File: src/rtl/rrqs_pkg.sv
// Package: sizes, codes and cell structs of the round-robin scheduler
package rrqs_pkg;

  localparam int MAX_PROCS = 16;
  localparam int IDX_W     = $clog2(MAX_PROCS);
  localparam int CNT_W     = $clog2(MAX_PROCS + 1);
  localparam int TIME_W    = 21;

  localparam logic [1:0] ACT_ADMIT    = 2'd0;
  localparam logic [1:0] ACT_DISPATCH = 2'd1;
  localparam logic [1:0] ACT_CLEAR    = 2'd2;

  localparam logic [1:0] ST_SLICE   = 2'd0;
  localparam logic [1:0] ST_ALLDONE = 2'd1;
  localparam logic [1:0] ST_REJECT  = 2'd2;

  localparam logic REG_QUANTUM = 1'b0;

  // Broadcast from the controller to every cell
  typedef struct packed {
    logic              clear;
    logic              admit;
    logic [IDX_W-1:0]  wr_idx;
    logic [7:0]        pid;
    logic [15:0]       arrival;
    logic [15:0]       burst;
    logic              flush;
    logic [TIME_W-1:0] now;
    logic              run_we;
    logic [IDX_W-1:0]  run_idx;
    logic [15:0]       rem_nxt;
  } cell_ctl_t;

  // What one cell shows the controller
  typedef struct packed {
    logic              push;
    logic              late;
    logic [7:0]        pid;
    logic [15:0]       arrival;
    logic [15:0]       burst;
    logic [15:0]       remaining;
    logic [TIME_W-1:0] first_start;
  } cell_st_t;

endpackage

File: src/rtl/rrqs_if.sv
// Valid/ready channel interfaces for items in and results out
interface rrqs_in_if;
  logic        valid;
  logic        ready;
  logic [1:0]  action;
  logic [7:0]  pid;
  logic [15:0] arrival;
  logic [15:0] burst;
  modport source (output valid, action, pid, arrival, burst, input ready);
  modport sink (input valid, action, pid, arrival, burst, output ready);
endinterface

interface rrqs_out_if;
  logic        valid;
  logic        ready;
  logic [1:0]  status;
  logic [7:0]  run_pid;
  logic [20:0] slice_start;
  logic [20:0] slice_end;
  logic        finished;
  logic [20:0] first_start;
  logic [20:0] turnaround;
  logic [20:0] waiting;
  modport source (output valid, status, run_pid, slice_start, slice_end, finished,
                  first_start, turnaround, waiting, input ready);
  modport sink (input valid, status, run_pid, slice_start, slice_end, finished,
                first_start, turnaround, waiting, output ready);
endinterface

File: src/rtl/rrqs_cell.sv
// One process-table cell: holds an entry and passes the scan token on
module rrqs_cell
  import rrqs_pkg::*;
(
  input  logic             clk,
  input  logic             rst_n,
  input  logic [IDX_W-1:0] cell_idx,
  input  cell_ctl_t        ctl,
  input  logic             tok_in,
  output logic             tok_out,
  output cell_st_t         st
);

  logic              loaded_r, queued_r, started_r, tok_r;
  logic [7:0]        pid_r;
  logic [15:0]       arr_r, burst_r, rem_r;
  logic [TIME_W-1:0] fs_r;
  logic              wr_sel, run_sel, active, arrived;

  assign wr_sel  = ctl.admit && (ctl.wr_idx == cell_idx);
  assign run_sel = ctl.run_we && (ctl.run_idx == cell_idx);
  assign active  = tok_r && loaded_r && !queued_r;
  assign arrived = {{(TIME_W-16){1'b0}}, arr_r} <= ctl.now;

  always_ff @(posedge clk) begin
    if (!rst_n) begin
      loaded_r  <= 1'b0;
      queued_r  <= 1'b0;
      started_r <= 1'b0;
      tok_r     <= 1'b0;
    end else begin
      tok_r <= ctl.flush ? 1'b0 : tok_in;
      if (ctl.clear) begin
        loaded_r  <= 1'b0;
        queued_r  <= 1'b0;
        started_r <= 1'b0;
      end else if (wr_sel) begin
        loaded_r  <= 1'b1;
        queued_r  <= 1'b0;
        started_r <= 1'b0;
      end else begin
        if (active && arrived) queued_r <= 1'b1;
        if (run_sel) started_r <= 1'b1;
      end
    end
  end

  always_ff @(posedge clk) begin
    if (wr_sel) begin
      pid_r   <= ctl.pid;
      arr_r   <= ctl.arrival;
      burst_r <= ctl.burst;
      rem_r   <= ctl.burst;
      fs_r    <= '0;
    end else if (run_sel) begin
      rem_r <= ctl.rem_nxt;
      if (!started_r) fs_r <= ctl.now;
    end
  end

  assign tok_out        = tok_r;
  assign st.push        = active && arrived;
  assign st.late        = active && !arrived;
  assign st.pid         = pid_r;
  assign st.arrival     = arr_r;
  assign st.burst       = burst_r;
  assign st.remaining   = rem_r;
  assign st.first_start = fs_r;

endmodule

File: src/rtl/round_robin_quantum_scheduler.sv
// Round-robin quantum scheduler: a row of MAX_PROCS table cells, ready queue and sequencer.
// Clear, unused actions and accepted admits are handled in the idle state; a rejected admit
// posts a result. A dispatch passes a scan token along the cell row one cell per cycle; a
// dispatch that finds the queue empty with a process still to arrive jumps time and scans
// a second time. After scanning, the slice goes through check, pop, load and execute, then
// turnaround and waiting when the process finishes, and emit posts the result. One item
// is worked on at a time; a result waits in the output register while the next is taken.
module round_robin_quantum_scheduler
  import rrqs_pkg::*;
(
  input  logic        clk,
  input  logic        rst_n,
  rrqs_in_if.sink     in_if,
  rrqs_out_if.source  out_if,
  input  logic        psel,
  input  logic        penable,
  input  logic        pwrite,
  input  logic [2:0]  paddr,
  input  logic [31:0] pwdata,
  output logic [31:0] prdata,
  output logic        pready
);

  typedef enum logic [8:0] {
    S_IDLE  = 9'b000000001,
    S_SCAN  = 9'b000000010,
    S_CHECK = 9'b000000100,
    S_POP   = 9'b000001000,
    S_LOAD  = 9'b000010000,
    S_EXEC  = 9'b000100000,
    S_TAT   = 9'b001000000,
    S_WAIT  = 9'b010000000,
    S_EMIT  = 9'b100000000
  } state_t;

  typedef struct packed {
    logic [1:0]        status;
    logic [7:0]        run_pid;
    logic [TIME_W-1:0] slice_start;
    logic [TIME_W-1:0] slice_end;
    logic              finished;
    logic [TIME_W-1:0] first_start;
    logic [TIME_W-1:0] turnaround;
    logic [TIME_W-1:0] waiting;
  } res_t;

  function automatic res_t flag_res(logic [1:0] code);
    res_t r;
    r        = '0;
    r.status = code;
    return r;
  endfunction

  state_t            state_r;
  logic [15:0]       quantum_r;
  logic [TIME_W-1:0] now_r, now_nxt;
  logic [CNT_W-1:0]  loaded_r, done_r, fcnt_r;
  logic [IDX_W-1:0]  scan_cnt_r, head_r, tail_r, cur_idx_r;
  logic              pass_r, any_r, out_valid_r;
  logic [15:0]       best_r;
  logic [IDX_W-1:0]  fifo_q [MAX_PROCS];
  logic [7:0]        cur_pid_r;
  logic [15:0]       cur_arr_r, cur_burst_r, cur_rem_r;
  res_t              res_r, out_r;
  res_t              slice_res, tat_res;

  cell_ctl_t         ctl;
  cell_st_t          cst [MAX_PROCS];
  cell_st_t          sel_st;
  logic [MAX_PROCS-1:0] tok;
  logic              scan_go, scan_last, in_acc;
  logic              push_any, late_any;
  logic [IDX_W-1:0]  push_idx;
  logic [15:0]       late_arr, q_eff, run, rem_nxt;
  logic              fifo_room;

  assign in_acc    = in_if.valid && in_if.ready;
  assign in_if.ready = (state_r == S_IDLE);
  assign scan_last = (CNT_W'(scan_cnt_r) + 1'b1) == loaded_r;
  assign fifo_room = fcnt_r < CNT_W'(MAX_PROCS);
  assign q_eff     = (quantum_r == 16'd0) ? 16'd1 : quantum_r;
  assign run       = (cur_rem_r < q_eff) ? cur_rem_r : q_eff;
  assign rem_nxt   = cur_rem_r - run;
  assign now_nxt   = now_r + TIME_W'(run);
  assign sel_st    = cst[cur_idx_r];

  // configuration port
  assign pready = 1'b1;
  assign prdata = (paddr == 3'b000) ? {16'd0, quantum_r} : 32'd0;

  always_ff @(posedge clk) begin
    if (!rst_n) begin
      quantum_r <= 16'd4;
    end else if (psel && penable && pwrite && (paddr[2] == REG_QUANTUM)) begin
      quantum_r <= pwdata[15:0];
    end
  end

  // broadcast to the cell row
  always_comb begin
    ctl         = '0;
    ctl.wr_idx  = loaded_r[IDX_W-1:0];
    ctl.pid     = in_if.pid;
    ctl.arrival = in_if.arrival;
    ctl.burst   = in_if.burst;
    ctl.now     = now_r;
    ctl.run_idx = cur_idx_r;
    ctl.rem_nxt = rem_nxt;
    ctl.admit   = in_acc && (in_if.action == ACT_ADMIT) && (loaded_r < CNT_W'(MAX_PROCS));
    ctl.clear   = in_acc && (in_if.action == ACT_CLEAR);
    ctl.flush   = (state_r == S_SCAN) && scan_last;
    ctl.run_we  = (state_r == S_EXEC);
    scan_go = (in_acc && (in_if.action == ACT_DISPATCH) && (done_r < loaded_r)) ||
              ((state_r == S_CHECK) && (fcnt_r == '0) && !pass_r && any_r);
  end

  // slice result, and the same result with completion times added
  always_comb begin
    slice_res             = '0;
    slice_res.status      = ST_SLICE;
    slice_res.run_pid     = cur_pid_r;
    slice_res.slice_start = now_r;
    slice_res.slice_end   = now_nxt;
    slice_res.finished    = (rem_nxt == 16'd0);
    tat_res               = res_r;
    tat_res.first_start   = sel_st.first_start;
    tat_res.turnaround    = now_r - {{(TIME_W-16){1'b0}}, cur_arr_r};
  end

  for (genvar i = 0; i < MAX_PROCS; i++) begin : g_cell
    rrqs_cell u_cell (
      .clk      (clk),
      .rst_n    (rst_n),
      .cell_idx (IDX_W'(i)),
      .ctl      (ctl),
      .tok_in   ((i == 0) ? scan_go : tok[(i == 0) ? 0 : i-1]),
      .tok_out  (tok[i]),
      .st       (cst[i])
    );
  end

  // gather the one cell that holds the token
  always_comb begin
    push_any = 1'b0;
    late_any = 1'b0;
    push_idx = '0;
    late_arr = '0;
    for (int i = 0; i < MAX_PROCS; i++) begin
      if (cst[i].push) begin
        push_any = 1'b1;
        push_idx = push_idx | IDX_W'(i);
      end
      if (cst[i].late) begin
        late_any = 1'b1;
        late_arr = late_arr | cst[i].arrival;
      end
    end
  end

  always_ff @(posedge clk) begin
    if (((state_r == S_SCAN) && push_any && fifo_room) ||
        ((state_r == S_EXEC) && (rem_nxt != 16'd0) && fifo_room)) begin
      fifo_q[tail_r] <= (state_r == S_SCAN) ? push_idx : cur_idx_r;
    end
  end

  always_ff @(posedge clk) begin
    if (!rst_n) begin
      state_r     <= S_IDLE;
      now_r       <= '0;
      loaded_r    <= '0;
      done_r      <= '0;
      fcnt_r      <= '0;
      head_r      <= '0;
      tail_r      <= '0;
      scan_cnt_r  <= '0;
      pass_r      <= 1'b0;
      any_r       <= 1'b0;
      out_valid_r <= 1'b0;
    end else begin
      if (out_valid_r && out_if.ready && (state_r != S_EMIT)) out_valid_r <= 1'b0;
      unique case (state_r)
        S_IDLE: begin
          if (in_acc) begin
            priority if (in_if.action == ACT_ADMIT) begin
              if (ctl.admit) begin
                loaded_r <= loaded_r + 1'b1;
              end else begin
                res_r   <= flag_res(ST_REJECT);
                state_r <= S_EMIT;
              end
            end else if (in_if.action == ACT_DISPATCH) begin
              if (scan_go) begin
                pass_r     <= 1'b0;
                any_r      <= 1'b0;
                scan_cnt_r <= '0;
                state_r    <= S_SCAN;
              end else begin
                res_r   <= flag_res(ST_ALLDONE);
                state_r <= S_EMIT;
              end
            end else if (in_if.action == ACT_CLEAR) begin
              loaded_r <= '0;
              done_r   <= '0;
              now_r    <= '0;
              fcnt_r   <= '0;
              head_r   <= '0;
              tail_r   <= '0;
            end else begin
              state_r <= S_IDLE;
            end
          end
        end
        S_SCAN: begin
          if (push_any && fifo_room) begin
            tail_r <= (tail_r == IDX_W'(MAX_PROCS-1)) ? '0 : tail_r + 1'b1;
            fcnt_r <= fcnt_r + 1'b1;
          end
          // keep the earliest arrival still pending
          if (late_any && (!any_r || (late_arr < best_r))) begin
            best_r <= late_arr;
            any_r  <= 1'b1;
          end
          scan_cnt_r <= scan_cnt_r + 1'b1;
          if (scan_last) state_r <= S_CHECK;
        end
        S_CHECK: begin
          if (fcnt_r != '0) begin
            state_r <= S_POP;
          end else if (scan_go) begin
            now_r      <= {{(TIME_W-16){1'b0}}, best_r};
            pass_r     <= 1'b1;
            any_r      <= 1'b0;
            scan_cnt_r <= '0;
            state_r    <= S_SCAN;
          end else begin
            res_r   <= flag_res(ST_ALLDONE);
            state_r <= S_EMIT;
          end
        end
        S_POP: begin
          cur_idx_r <= fifo_q[head_r];
          head_r    <= (head_r == IDX_W'(MAX_PROCS-1)) ? '0 : head_r + 1'b1;
          fcnt_r    <= fcnt_r - 1'b1;
          state_r   <= S_LOAD;
        end
        S_LOAD: begin
          cur_pid_r   <= sel_st.pid;
          cur_arr_r   <= sel_st.arrival;
          cur_burst_r <= sel_st.burst;
          cur_rem_r   <= sel_st.remaining;
          state_r     <= S_EXEC;
        end
        S_EXEC: begin
          res_r <= slice_res;
          now_r <= now_nxt;
          if (rem_nxt == 16'd0) begin
            done_r  <= done_r + 1'b1;
            state_r <= S_TAT;
          end else begin
            // requeue ahead of anything that arrived during the slice
            if (fifo_room) begin
              tail_r <= (tail_r == IDX_W'(MAX_PROCS-1)) ? '0 : tail_r + 1'b1;
              fcnt_r <= fcnt_r + 1'b1;
            end
            state_r <= S_EMIT;
          end
        end
        S_TAT: begin
          res_r   <= tat_res;
          state_r <= S_WAIT;
        end
        S_WAIT: begin
          res_r.waiting <= res_r.turnaround - {{(TIME_W-16){1'b0}}, cur_burst_r};
          state_r       <= S_EMIT;
        end
        S_EMIT: begin
          if (!out_valid_r || out_if.ready) begin
            out_r       <= res_r;
            out_valid_r <= 1'b1;
            state_r     <= S_IDLE;
          end
        end
        default: state_r <= S_IDLE;
      endcase
    end
  end

  assign out_if.valid       = out_valid_r;
  assign out_if.status      = out_r.status;
  assign out_if.run_pid     = out_r.run_pid;
  assign out_if.slice_start = out_r.slice_start;
  assign out_if.slice_end   = out_r.slice_end;
  assign out_if.finished    = out_r.finished;
  assign out_if.first_start = out_r.first_start;
  assign out_if.turnaround  = out_r.turnaround;
  assign out_if.waiting     = out_r.waiting;

endmodule

File: src/flat_wrapper.sv
// flat-port wrapper written by rule: the top's interface ports become plain ports
module round_robin_quantum_scheduler_flat import rrqs_pkg::*;
  (clk, rst_n, psel, penable, pwrite, paddr, pwdata, prdata, pready, in_if_valid, in_if_action, in_if_pid, in_if_arrival, in_if_burst, in_if_ready, out_if_valid, out_if_status, out_if_run_pid, out_if_slice_start, out_if_slice_end, out_if_finished, out_if_first_start, out_if_turnaround, out_if_waiting, out_if_ready);
  rrqs_in_if in_if_i ();
  rrqs_out_if out_if_i ();
  input  logic clk;
  input  logic rst_n;
  input  logic psel;
  input  logic penable;
  input  logic pwrite;
  input  logic [2:0] paddr;
  input  logic [31:0] pwdata;
  output logic [31:0] prdata;
  output logic pready;
  input wire logic [$bits(in_if_i.valid)-1:0] in_if_valid;
  input wire logic [$bits(in_if_i.action)-1:0] in_if_action;
  input wire logic [$bits(in_if_i.pid)-1:0] in_if_pid;
  input wire logic [$bits(in_if_i.arrival)-1:0] in_if_arrival;
  input wire logic [$bits(in_if_i.burst)-1:0] in_if_burst;
  output wire logic [$bits(in_if_i.ready)-1:0] in_if_ready;
  output wire logic [$bits(out_if_i.valid)-1:0] out_if_valid;
  output wire logic [$bits(out_if_i.status)-1:0] out_if_status;
  output wire logic [$bits(out_if_i.run_pid)-1:0] out_if_run_pid;
  output wire logic [$bits(out_if_i.slice_start)-1:0] out_if_slice_start;
  output wire logic [$bits(out_if_i.slice_end)-1:0] out_if_slice_end;
  output wire logic [$bits(out_if_i.finished)-1:0] out_if_finished;
  output wire logic [$bits(out_if_i.first_start)-1:0] out_if_first_start;
  output wire logic [$bits(out_if_i.turnaround)-1:0] out_if_turnaround;
  output wire logic [$bits(out_if_i.waiting)-1:0] out_if_waiting;
  input wire logic [$bits(out_if_i.ready)-1:0] out_if_ready;
  assign in_if_i.valid = in_if_valid;
  assign in_if_i.action = in_if_action;
  assign in_if_i.pid = in_if_pid;
  assign in_if_i.arrival = in_if_arrival;
  assign in_if_i.burst = in_if_burst;
  assign in_if_ready = in_if_i.ready;
  assign out_if_valid = out_if_i.valid;
  assign out_if_status = out_if_i.status;
  assign out_if_run_pid = out_if_i.run_pid;
  assign out_if_slice_start = out_if_i.slice_start;
  assign out_if_slice_end = out_if_i.slice_end;
  assign out_if_finished = out_if_i.finished;
  assign out_if_first_start = out_if_i.first_start;
  assign out_if_turnaround = out_if_i.turnaround;
  assign out_if_waiting = out_if_i.waiting;
  assign out_if_i.ready = out_if_ready;
  round_robin_quantum_scheduler u_core (.clk(clk), .rst_n(rst_n), .in_if(in_if_i), .out_if(out_if_i), .psel(psel), .penable(penable), .pwrite(pwrite), .paddr(paddr), .pwdata(pwdata), .prdata(prdata), .pready(pready));
endmodule
File: config.mk
export PLATFORM = sky130hd
export DESIGN_NAME = round_robin_quantum_scheduler_flat
export DESIGN_NICKNAME = d
export VERILOG_FILES = /design/src/rtl/rrqs_pkg.sv /design/src/rtl/rrqs_if.sv /design/src/rtl/rrqs_cell.sv /design/src/rtl/round_robin_quantum_scheduler.sv /design/src/flat_wrapper.sv
export SDC_FILE = /design/constraint.sdc
export NUM_CORES = 2
export LEC_CHECK = 0
export BUFFER_PORTS_ARGS = -buffer_cell sky130_fd_sc_hd__clkbuf_2
export CORE_MARGIN = 2
export CORE_UTILIZATION = 50
export CTS_CLUSTER_SIZE = 10
export DETAILED_ROUTE_END_ITERATION = 10
export PLACE_DENSITY = 0.66
export SLEW_MARGIN = 5
export SYNTH_ARGS = -nofsm -noshare
export SYNTH_HDL_FRONTEND = slang
export SYNTH_SLANG_ARGS = --single-unit
File: constraint.sdc
create_clock -name clk -period 8.35 [get_ports clk]
set_input_delay 0.835 -clock clk [delete_from_list [all_inputs] [get_ports clk]]
set_output_delay 0.835 -clock clk [all_outputs]
set_load 0.005 [all_outputs]
After elaboration in Yosys (flattened, before gate mapping)
Memories as Yosys holds them, arrays and structs flattened. A register that Yosys moved wholly into a read port is not among the register bits.
Cells that the tools add are included.
{"block": "word_totals", "regBits": 1676, "ramBits": 64, "in_bits": 84, "out_inout_bits": 151, "memories": 1}
{"memory": "u_core.fifo_q", "words": 16, "word_bits": 4, "read_ports": 1, "rd_ports_with_merged_regs": 1, "write_ports": 1, "line_no": "round_robin_quantum_scheduler.sv:61", "rtl": "logic [IDX_W-1:0] fifo_q [MAX_PROCS];"}
{"block": "classes", "n_addsub": 12, "order_cmp": 22, "eq_ne": 65, "mux": 176, "n_bitwise": 35, "n_reduce_logical": 242}
{"cell": "2-to-1 mux 16 bit", "count": 51}
{"cell": "2-to-1 mux 116 bit", "count": 6}
{"cell": "case mux 95 bit (4 select lines)", "count": 1}
{"cell": "less-or-equal comparator 16 x 21 -> 1 bit", "count": 16}
{"cell": "binary-select mux 79 bit (select 4 bit)", "count": 1}
{"cell": "bitwise OR 16 bit", "count": 15}
{"cell": "2-to-1 mux 77 bit", "count": 2}
{"cell": "2-to-1 mux 21 bit", "count": 6}
{"cell": "logical AND 1 bit", "count": 117}
{"cell": "2-to-1 mux 4 bit", "count": 23}
{"cell": "2-to-1 mux 9 bit", "count": 10}
{"cell": "case mux 21 bit (4 select lines)", "count": 1}
{"cell": "case mux 9 bit (9 select lines)", "count": 1}
{"cell": "== test 4 bit (second input constant)", "count": 18}
{"cell": "case mux 21 bit (3 select lines)", "count": 1}
{"cell": "2-to-1 mux 1 bit", "count": 50}
{"cell": "2-to-1 mux 5 bit", "count": 10}
{"cell": "OR reduction 3 bit", "count": 16}
{"cell": "subtractor 21 x 16 -> 21 bit", "count": 2}
{"cell": "nonzero test 2 bit", "count": 20}
{"cell": "AND reduction 2 bit", "count": 18}
{"cell": "logical NOT 1 bit", "count": 35}
{"cell": "== test 4 x 3 -> 1 bit (second input constant)", "count": 8}
{"cell": "logical NOT 16 bit", "count": 2}
{"cell": "other kinds (54)", "count": 122}

Longest topological paths before layout
{"block": "logic_depth", "depth_word": 39, "ltp_mapped": 25}

Hierarchy
A second synthesis with hierarchy kept.
{"block": "unflattened", "cells_unflattened": 6319, "area_unflattened_um2": 86506.7}
{"module": "rrqs_cell", "instances": 16, "cells_per_inst": 240, "area_each_um2": 3419.5}
{"module": "round_robin_quantum_scheduler", "instances": 1, "cells_per_inst": 2479, "area_each_um2": 31794.2}

Least setup slack after synthesis
Ideal clock, no wire load.
{"block": "synth_path", "path_type": "input-to-reg", "from": "in rst_n", "to": "reg u_core.out_r (netlist bit u_core.out_if.finished), enable pin", "arrival_time_ns": 6.278, "required_ns": 7.758, "path_slack_ns": 1.480, "stages": 4, "path_buffers": 2, "cell_sequence": "clkbuf_1 -> clkbuf_1 -> nand2_1 -> nor2_1"}
{"block": "synth_between", "elab_chain_len": 1}
{"item": "start, declared", "line_no": "flat_wrapper.sv:7", "rtl": "input logic rst_n;"}
{"item": "AND reduction 3 bit (no source line)"}
{"item": "end signal, assigned", "line_no": "round_robin_quantum_scheduler.sv:279", "rtl": "out_r <= res_r;"}
{"item": "end, declared", "line_no": "round_robin_quantum_scheduler.sv:64", "rtl": "res_t res_r, out_r;"}
No other way between the ends.
A chain may end at the register's enable or synchronous reset.

Final worst setup path
{"block": "layout_path", "from": "reg u_core.now_r[19]", "to": "reg u_core.best_r[9], enable pin"}
{"block": "layout_between", "elab_chain_len": 38, "elab_cells_between_ends": 99}
{"item": "start, declared", "line_no": "round_robin_quantum_scheduler.sv:56", "rtl": "logic [TIME_W-1:0] now_r, now_nxt;"}
{"item": "start signal, assigned", "line_no": "round_robin_quantum_scheduler.sv:231", "rtl": "now_r <= {{(TIME_W-16){1'b0}}, best_r};"}
{"item": "start signal, assigned", "line_no": "round_robin_quantum_scheduler.sv:256", "rtl": "now_r <= now_nxt;"}
{"item": "less-or-equal comparator 16 x 21 -> 1 bit", "line_no": "rrqs_cell.sv:23", "rtl": "assign arrived = {{(TIME_W-16){1'b0}}, arr_r} <= ctl.now;"}
{"item": "logical NOT 1 bit", "line_no": "rrqs_cell.sv:63", "rtl": "assign st.late = active && !arrived;"}
{"item": "logical AND 1 bit", "line_no": "rrqs_cell.sv:63"}
{"item": "2-to-1 mux 16 bit", "line_no": "round_robin_quantum_scheduler.sv:153", "rtl": "if (cst[i].late) begin"}
{"item": "bitwise OR 16 bit", "line_no": "round_robin_quantum_scheduler.sv:155", "rtl": "late_arr = late_arr | cst[i].arrival;"}
{"item": "2-to-1 mux 16 bit", "line_no": "round_robin_quantum_scheduler.sv:153"}
{"item": "bitwise OR 16 bit", "line_no": "round_robin_quantum_scheduler.sv:155"}
{"item": "2-to-1 mux 16 bit", "line_no": "round_robin_quantum_scheduler.sv:153"}
{"item": "(+23 left out)"}
{"item": "2-to-1 mux 16 bit", "line_no": "round_robin_quantum_scheduler.sv:153"}
{"item": "bitwise OR 16 bit", "line_no": "round_robin_quantum_scheduler.sv:155"}
{"item": "2-to-1 mux 16 bit *", "line_no": "round_robin_quantum_scheduler.sv:153"}
{"item": "net u_core.late_arr[9]", "line_no": "round_robin_quantum_scheduler.sv:74", "rtl": "logic [15:0] late_arr, q_eff, run, rem_nxt;"}
{"item": "less-than comparator 16 bit *", "line_no": "round_robin_quantum_scheduler.sv:220", "rtl": "if (late_any && (!any_r || (late_arr < best_r))) begin"}
{"item": "logical OR 1 bit *", "line_no": "round_robin_quantum_scheduler.sv:220"}
{"item": "logical AND 1 bit *", "line_no": "round_robin_quantum_scheduler.sv:220"}
{"item": "AND reduction 3 bit (no source line) *"}
{"item": "end signal, assigned", "line_no": "round_robin_quantum_scheduler.sv:221", "rtl": "best_r <= late_arr;"}
{"item": "end, declared", "line_no": "round_robin_quantum_scheduler.sv:60", "rtl": "logic [15:0] best_r;"}
Mark *: on every way through the listed nets, which the timed path passes. The rest lies on a longest branch.

==> impl_metrics.toml <==
[grt]
grt.total_usage_pct = 32.1
grt_max_degree = 103
antenna_found_initial = 17
overflow = 0
grt_pass1_vias = 54700
grt_pass1_wl_um = 387000

[yosys]
yosysMostFrequentCell = "edfxtp_1"
synth_top_flop_cell = "edfxtp_1"
synth_common_cells = "edfxtp_1, nand2_1, a21oi_1"
yosys_warnings = 0
synthDistinctLibCells = 91
synth_top_area_cell = "edfxtp_1"
netlist_area_um2 = 81500
syn_avg_cell_area_um2 = 12.6
async_reset_ff_share_pct = 0
yosys.area.top_type_share_pct = 46.7
synth_seq_cells = 1744
synth_area_leaders = "edfxtp_1, dfxtp_1, mux4_2"
synth-edff-count = 1268
synth-seq-area-share_pct = 58.4
postSynthCellCount = 6489

[placed_design]
port-buffer-count = 201
place_inst = 8572
dp_hpwl_um = 175000
place_congestion = 1.03
dpl-instance-area_um2 = 84800

[sta]
max_freq_mhz = 138
grt_setup_unrepaired = "no"
worstMarginPinSlew_ns = 1.29
setup_violations = 0
fin_crit_ns = 7.25
slew_viol_final = 0
hold_viol = 0
fin_tns_setup_ns = 0
slew_headroom_pct = 13.7
fin_skew_ns = 0.0754
fin_crit_sh_pct = 86.9

[clocking]
cts-root-buf = "clkbuf_16"
cts_resized = 0
cts_inserted_buffers = 197
h-tree-depth = 4
cts_num_sinks = 1744
postCtsSetupRepairBufs = 0
ctsHoldBuffers = 0
clkTransAtPathRegs_ns = 0.06
clock_latency_ns = 0.87
clock_tree.buffer_depth = 3
cts_tree = "built"

[detailed_routing]
wire_per_inst_um = 30.5
vias = 57800
dr.pass1.iters = 9
drc_errors = 0
vias_per_cell = 6.50
drt-met1-wl_um = 105000
drt-total-wl_um = 272000
wl_met3_um = 33500
top_layer_used = "met5"
wl_met2_um = 120000
ant_nets = 0
drt_iter0_markers = 8847

[final_layout]
area_growth_pct = 11.2
fin_cells = 8896
stdcell_area_um2 = 90600
drive_gt1_share_pct = 16.4
nets = 7052

[critical_path]
worstPathArrival_ns = 7.81
cp_max_fo = 23
slowest_stage = "nor3b_2"
crit_type = "reg2reg"
cp_slowest_stage_delay_ns = 0.91
endpoint_kind = "flop"
crit_chain = "buf_4, nor4_2, nand2_1, a21o_1, a31oi_1, nor3b_2, a22oi_1, nand2_1, a211oi_1, nand3_1, ha_1, a21o_1, a21o_1, a21o_1, a21o_1, a21o_1, a21oi_1, nor2b_1, o21ai_0, nand3_1, a41oi_2, buf_4"
required_ns = 8.90
crit_top_cell = "a21o_1"
start_kind = "flop"

[floorplan]
core_area_um2 = 162000
die_y_um = 408
dieArea_um2 = 166000
chipWidth_um = 408
rows = 148
start_util_pct = 50.2
ioPinCount = 235

[pwr]
p_leak_uw = 0.0330
ir_worst_vdd_v = 0.000243
powerDensity_nw_per_um2 = 211

[min_path]
min_path_type = "in2reg"

[run_status]
outcome = "finished, final reports clean"

[job]
drv_cap = 0
[placed cells by master (no fill, tap or decap), types with 26 or more instances in the layout]
cell type,count
a211oi_1,45
a21o_1,75
a21oi_1,491
a222oi_1,53
a22o_1,42
a22oi_1,34
and2_1,44
and3_1,36
buf_4,157
clkbuf_1,89
clkbuf_16,197
clkbuf_2,201
dfxtp_1,476
edfxtp_1,1268
ha_1,367
inv_1,156
mux4_2,405
nand2_1,1212
nand3_1,85
nand4_1,37
nor2_1,181
nor3_1,67
nor3_2,26
nor4_1,28
o21ai_0,398
or2_2,30
or3_1,28
xnor2_1,47
[cell type report]
cell class              count  area, um^2
flip-flops and latches   1744       47600
repair buffers            365        2320
fillers                 13200       71600
clock inverters            28         515
clock buffers             289        5310
diodes                      7        17.5
inverters                 156         586
multi-input cells        4132       31500
well taps                2175        2720
[cell families after synthesis]
| group | synth area share (%) |
|---|---|
| xor gates and xnor gates | 0.763 |
| and+or+nand+nor | 10.5 |
| buffers and inverters | 3.22 |
| DFF | 58.4 |
| other | 0.00922 |
| AOI/OAI and AO/OA | 9.86 |
| muxes | 11.5 |
| adders and majority gates | 5.76 |
[sequential cells by signal, summed over array words and instances, names as in the netlist, 64 cells and up]
register                      flops
u_core.fifo_q                    64
u_core.g_cell.u_cell.arr_r      256
u_core.g_cell.u_cell.burst_r    256
u_core.g_cell.u_cell.fs_r       336
u_core.g_cell.u_cell.pid_r      128
u_core.g_cell.u_cell.rem_r      256
u_core.res_r                    116
[layer usage]
layer,vias up,global-route usage (%)
met5,-,0
met4,14,13.2
met3,719,8.34
met2,3853,48.3
met1,28700,44.6
li1,24500,-
[power by group]
| group | switching (uW) | internal (uW) |
|---|---|---|
| Clock | 3530 | 4460 |
| Combinational | 1080 | 528 |
| Sequential | 103 | 9430 |
| Total | 4710 | 14400 |
[worst paths after layout]
check,from,end,slack [ns],cells past startpoint
setup / recovery,u_core.now_r[19]$_SDFFE_PN0P_,u_core.best_r[9]$_DFFE_PP_,1.10,22
hold / removal,pwdata[7],u_core.quantum_r[7]$_SDFFE_PN0P_,0.20,3
setup reg to reg,u_core.now_r[19]$_SDFFE_PN0P_,u_core.best_r[9]$_DFFE_PP_,1.10,22
hold reg to reg,u_core.g_cell[6].u_cell.fs_r[8]$_SDFFE_PP0P_,u_core.g_cell[6].u_cell.fs_r[8]$_SDFFE_PP0P_,0.45,2
[metrics by stage]
stage / hold slack (ns) / setup slack [ns] / utilization (%) / total power, uW
2_1_floorplan: 0.426 / 1.48 / - / 10600
3_3_place_gp: 0.434 / 1.59 / 52.3 / 11200
3_5_place_dp: 0.434 / 1.49 / 52.3 / 11300
4_1_cts: 0.142 / 1.43 / 55.8 / 19200
5_1_grt: 0.178 / 1.05 / 55.8 / 19700
6_report: 0.198 / 1.10 / 55.9 / 19100
[critical path, delay by kind of cell, from the launching register on]
family,cells,cell delay [ns]
AO/OA/AOI/OAI,12,2.87
adder cells (fa/ha/maj),1,0.31
buffers and inverters,2,0.53
flip-flops,1,0.29
AND/OR/NAND/NOR,7,2.90
Note: power is estimated with default switching activity, not from simulation.
